<file path="config.mk">
export PLATFORM = sky130hd
export DESIGN_NAME = lps_mul
export DESIGN_NICKNAME = d
export VERILOG_FILES = /design/src/rtl/core/lps_mul.sv
export SDC_FILE = /design/constraint.sdc
export NUM_CORES = 1
export LEC_CHECK = 0
export BUFFER_PORTS_ARGS = -buffer_cell sky130_fd_sc_hd__buf_4
export CORE_ASPECT_RATIO = 0.75
export CORE_MARGIN = 1
export CORE_UTILIZATION = 69
export DETAILED_ROUTE_END_ITERATION = 16
export PLACE_DENSITY = 0.88
export SLEW_MARGIN = 20
export SYNTH_ARGS = -nofsm -noshare
export SYNTH_HDL_FRONTEND = slang
export SYNTH_SLANG_ARGS = --single-unit
</file>
<file path="constraint.sdc">
create_clock -name clock -period 9.7 [get_ports clock]
set_input_delay 0.97 -clock clock [delete_from_list [all_inputs] [get_ports clock]]
set_output_delay 0.97 -clock clock [all_outputs]
set_load 0.01 [all_outputs]
</file>
<file path="src/rtl/core/lps_mul.sv">
module lps_mul #(
   parameter int WA = 16,
   parameter int WB = 16
) (
   input  logic             clock,
   input  logic             en,
   input  logic [WA-1:0]    a,
   input  logic [WB-1:0]    b,
   output logic [WA+WB-1:0] p
);

   localparam int LA = WA / 2;
   localparam int HA = WA - LA;
   localparam int LB = WB / 2;
   localparam int HB = WB - LB;
   localparam int WP = WA + WB;

   logic [LA+LB-1:0] ll_ff;
   logic [LA+HB-1:0] lh_ff;
   logic [HA+LB-1:0] hl_ff;
   logic [HA+HB-1:0] hh_ff;
   logic [WP-1:0]    p_ff;

   always_ff @(posedge clock) begin
      if (en) begin
         ll_ff <= a[LA-1:0] * b[LB-1:0];
         lh_ff <= a[LA-1:0] * b[WB-1:LB];
         hl_ff <= a[WA-1:LA] * b[LB-1:0];
         hh_ff <= a[WA-1:LA] * b[WB-1:LB];
         p_ff  <= WP'(ll_ff) + (WP'(lh_ff) << LB) + (WP'(hl_ff) << LA)
                  + (WP'(hh_ff) << (LA + LB));
      end
   end

   assign p = p_ff;

endmodule

</file>
; After elaboration in Yosys (flattened, before gate mapping)
; Cells that the tools add are included.
[word_totals]
ff_bits = 96
in_bits = 34
[classes]
addsub = 3
n_mul = 4
[ops]
columns = operator, count
row1 = 8-bit by 8-bit multiplier with 16-bit output, 4
row2 = 26-bit by 32-bit adder with 32-bit output, 1
row3 = 25-bit by 24-bit adder with 26-bit output, 1
row4 = 16-bit by 24-bit adder with 25-bit output, 1

; Depth between registers and ports, before layout
[depth]
depth_word = 3
depth_mapped = 17

; Worst setup path after synthesis
; No wires, ideal clock.
[synth_path]
path_kind = input to register
startpoint = input b[7]
endpoint = register hl_ff[14], data pin
setup_time_ns = 0.258
arrival_ns = 5.056
required_time_ns = 9.442
setup_slack_ns = 4.386
stages = 16
path_cell_list = clkbuf_1 > nand2_1 > fa_1 > fa_1 > inv_1 > fa_1 > inv_1 > fa_1 > inv_1 > ha_1 > and2_1 > a311oi_4 > a211oi_2 > a311o_1 > a21oi_2 > xnor2_1
[synth_via]
elab_chain_len = 1
[synth_rtl]
columns = item, line
row1 = "start, declared", 8  ; input logic [WB-1:0] b,
row2 = 8-bit by 8-bit multiplier with 16-bit output, 28  ; hl_ff <= a[WA-1:LA] * b[LB-1:0];
row3 = "end signal, assigned", 28
row4 = "end, declared", 20  ; logic [HA+LB-1:0] hl_ff;
; Every way passes these cells.
; A chain may end at the register's enable or synchronous reset.

; Worst setup path in the final report
[layout_path]
startpoint = input a[0]
endpoint = register lh_ff[15], data pin
[layout_via]
elab_chain_len = 1
[layout_rtl]
columns = item, line
row1 = "start, declared", 7  ; input logic [WA-1:0] a,
row2 = 8-bit by 8-bit multiplier with 16-bit output, 27  ; lh_ff <= a[LA-1:0] * b[WB-1:LB];
row3 = "end signal, assigned", 27
row4 = "end, declared", 19  ; logic [LA+HB-1:0] lh_ff;
; Every way passes these cells.

==> insert_results.sql <==
INSERT INTO impl_metrics (metric_group, metric, value, unit) VALUES
('cts', 'clockRootBuffer', 'clkbuf_16', ''),
('cts', 'tritoncts_clock_tree', 'yes', ''),
('route', 'drt_wl_total', '27.2', 'mm'),
('critical_path', 'crit_path_max_fanout', '16', ''),
('power_and_ir_drop', 'total_switching_power', '1.65', 'mW'),
('placement', 'finalWeightedCongestion', '0.927', ''),
('floorplanning', 'boundaryPins', '66', ''),
('floorplanning', 'die_height', '118', 'um'),
('placement', 'buffer_ports.inserted', '65', ''),
('critical_path', 'worstSetupEndpoint', 'lh_ff[15]', ''),
('global_route', 'pin_count_of_the_biggest_net_entering_global_routing', '68', ''),
('critical_path', 'cp-start-kind', 'input port', ''),
('min_path', 'hold_path.class', 'flop to flop', ''),
('route', 'wire_per_inst', '17.8', 'um'),
('global_route', 'via_count_of_the_first_global_routing_pass', '9169', ''),
('route', 'route.antenna.remaining_nets', '0', ''),
('sta', 'rsz0062_at_grt', 'no', ''),
('critical_path', 'critical_path.max_stage_delay', '540', 'ps'),
('route', 'post_drt_via_cell_ratio', '5.76', ''),
('critical_path', 'critical_path_class', 'input port to flop', ''),
('sta', 'hold_viol', '0', ''),
('critical_path', 'setup.worst_path.end_class', 'flop', ''),
('yosys', 'post_synth_main_area_contributors', 'fa_1 (26%), edfxtp_1 (23%), ha_1 (16%)', ''),
('critical_path', 'crit_top_cell', 'fa_1', ''),
('cts', 'htreeDepth', '3', ''),
('route', 'number_of_design_rule_violations_left_by_the_first_detailed_router_iteration', '780', ''),
('critical_path', 'r2r_start', 'll_ff[9]', ''),
('cts', 'cts_hold_repair.buffers', '0', ''),
('global_route', 'grt_first_pass_wirelength', '45.2', 'mm'),
('yosys', 'synth_nets', '1593', ''),
('yosys', 'ys_seq_area_frac', '0.232', ''),
('power_and_ir_drop', 'power.density', '274', 'mW/mm2'),
('yosys', 'yosys.area.top_type_share', '0.259', ''),
('yosys', 'post-synth-top-area-cell', 'fa_1', ''),
('sta', 'relSlewSlack', '0.464', ''),
('sta', 'min_period_over_period', '0.543', ''),
('cts', 'cts_buffer_depth', '2', ''),
('yosys', 'synth.cell_area', '0.0124', 'mm2'),
('critical_path', 'crit_path_start', 'a[0]', ''),
('critical_path', 'crit_chain', 'buf_4 > and2_1 > fa_1 > fa_1 > ha_1 > inv_1 > fa_1 > inv_1 > ha_1 > nor2b_1 > o21ai_0 > a21boi_0 > o31a_1 > o21ai_0 > nor2_1 > a211oi_1', ''),
('yosys', 'postSynth.topFlopCell', 'edfxtp_1', ''),
('job', 'maxCapViolCount', '0', ''),
('placement', 'pre_cts_ws', '4190', 'ps'),
('power_and_ir_drop', 'power.sequential.fraction', '0.233', ''),
('placement', 'dp_hpwl', '21.2', 'mm'),
('floorplanning', 'core', '0.0177', 'mm2'),
('yosys', 'synth.lib_cells_used.distinct', '40', ''),
('yosys', 'yosys_register_bits', '96', ''),
('cts', 'number_of_buffers_inserted_by_post_cts_setup_repair', '0', ''),
('cts', 'clkSinkCount', '96', ''),
('status', 'result_of_the_run', 'completed', ''),
('cts', 'worst_setup_hold_path_clk_slew', '70', 'ps'),
('cts', 'numCtsBuffers', '9', ''),
('sta', 'finalWorstSetupSlack', '4430', 'ps'),
('yosys', 'netlist_instances', '1238', ''),
('sta', 'final.setup.tns', '0', 'ps'),
('power_and_ir_drop', 'power_switching_share', '0.452', ''),
('power_and_ir_drop', 'power.leakage', '6.50', 'nW'),
('route', 'routed-via-count', '8795', ''),
('cts', 'cts-resized-gates', '0', ''),
('critical_path', 'worst_ep_arrival_time', '5420', 'ps'),
('sta', 'fmax', '0.190', 'GHz'),
('sta', 'worst_slew_pin_slew', '803', 'ps'),
('global_route', 'overflow', '0', ''),
('layout', 'synthToLayoutAreaGrowth', '7.52', '%'),
('yosys', 'synth_area_per_cell', '10.0', 'um2'),
('critical_path', 'timing.reg2reg.setup_slack', '6170', 'ps'),
('sta', 'post-route-min-period', '5270', 'ps'),
('yosys', 'yosys_warnings', '0', ''),
('yosys', 'async_reset_ff_frac', '0', ''),
('floorplanning', 'start_util', '0.704', '');
## flip-flops by register name, indices dropped and copies added (netlist names)
name and count:
lh_ff 16, hh_ff 16, p 32, ll_ff 16
hl_ff 16
## worst max-delay path, delay by kind of cell
family	cells	cell delay, ps
AND/OR/NAND/NOR	3	430
adder cells (fa/ha/maj)	5	2100
AO/OA/AOI/OAI	5	1640
buffers and inverters	3	270
## area by class of cell
class,instances,area (um2)
well taps,242,303
flip-flops and latches,96,2880
clock inverters,6,43.8
clock buffers,9,225
inverters,213,800
multi-input cells,894,8620
repair buffers,66,495
fillers,1183,4280
## metrics by stage
stage / total power, mW / std cells / instance area (um2)
after floorplan: 2.61 / 1238 / 12400
after global placement: 3.14 / 1511 / 13100
after detailed placement: 3.27 / 1511 / 13100
after CTS: 3.62 / 1526 / 13400
after global routing: 3.98 / 1526 / 13400
final: 3.66 / 1526 / 13400
## cell families (layout without fill, tap and decap cells)
kind of cell / count (synthesis) / in the layout / synth area share
and+or+nand+nor: 384 / 384 / 0.165
adders and majority gates: 321 / 321 / 0.420
buffers and inverters: 248 / 294 / 0.0748
AOI/OAI and AO/OA: 136 / 136 / 0.0709
DFF: 96 / 96 / 0.232
xor gates and xnor gates: 53 / 53 / 0.0373
## per-layer routing
metal,track usage,vias to the layer above,share of wire
met1,0.460,4291,0.43
met4,0.0953,0,0.021
met5,0,-,0
met2,0.493,416,0.45
li1,-,4042,-
met3,0.0634,46,0.10
## power groups by stage
stage | clock [mW] | sequential [mW] | combinational [mW]
6_report | 0.332 | 0.851 | 2.48
5_1_grt | 0.354 | 0.868 | 2.75
4_1_cts | 0.335 | 0.852 | 2.44
3_5_place_dp | 0 | 0.860 | 2.41
3_3_place_gp | 0 | 0.850 | 2.29
2_1_floorplan | 0 | 0.866 | 1.75
## cells in the final DEF, fill, tap and decap left out, drive strengths merged, types with 10 or more instances in the layout
| cell type | Yosys | routed |
|---|---|---|
| a21o | 16 | 16 |
| a21oi | 38 | 38 |
| and2 | 207 | 207 |
| buf | 0 | 66 |
| edfxtp | 96 | 96 |
| fa | 161 | 161 |
| ha | 160 | 160 |
| inv | 213 | 215 |
| nand2 | 85 | 85 |
| nor2 | 47 | 47 |
| nor3 | 13 | 13 |
| o21a | 10 | 10 |
| o21ai | 36 | 36 |
| xnor2 | 39 | 39 |
| xor2 | 14 | 14 |
## worst min-delay path by stage
| stage | slack, ps | endpoint | depth (start not counted) |
|---|---|---|---|
| after floorplan | 400 | p[0] | 0 |
| after global placement | 400 | p[0] | 0 |
| after detailed placement | 410 | p[7] | 0 |
| after CTS | 430 | p[7] | 0 |
| after global routing | 430 | p[7] | 0 |
| final | 430 | p[7] | 0 |
Note: power is estimated with default switching activity, not from simulation.
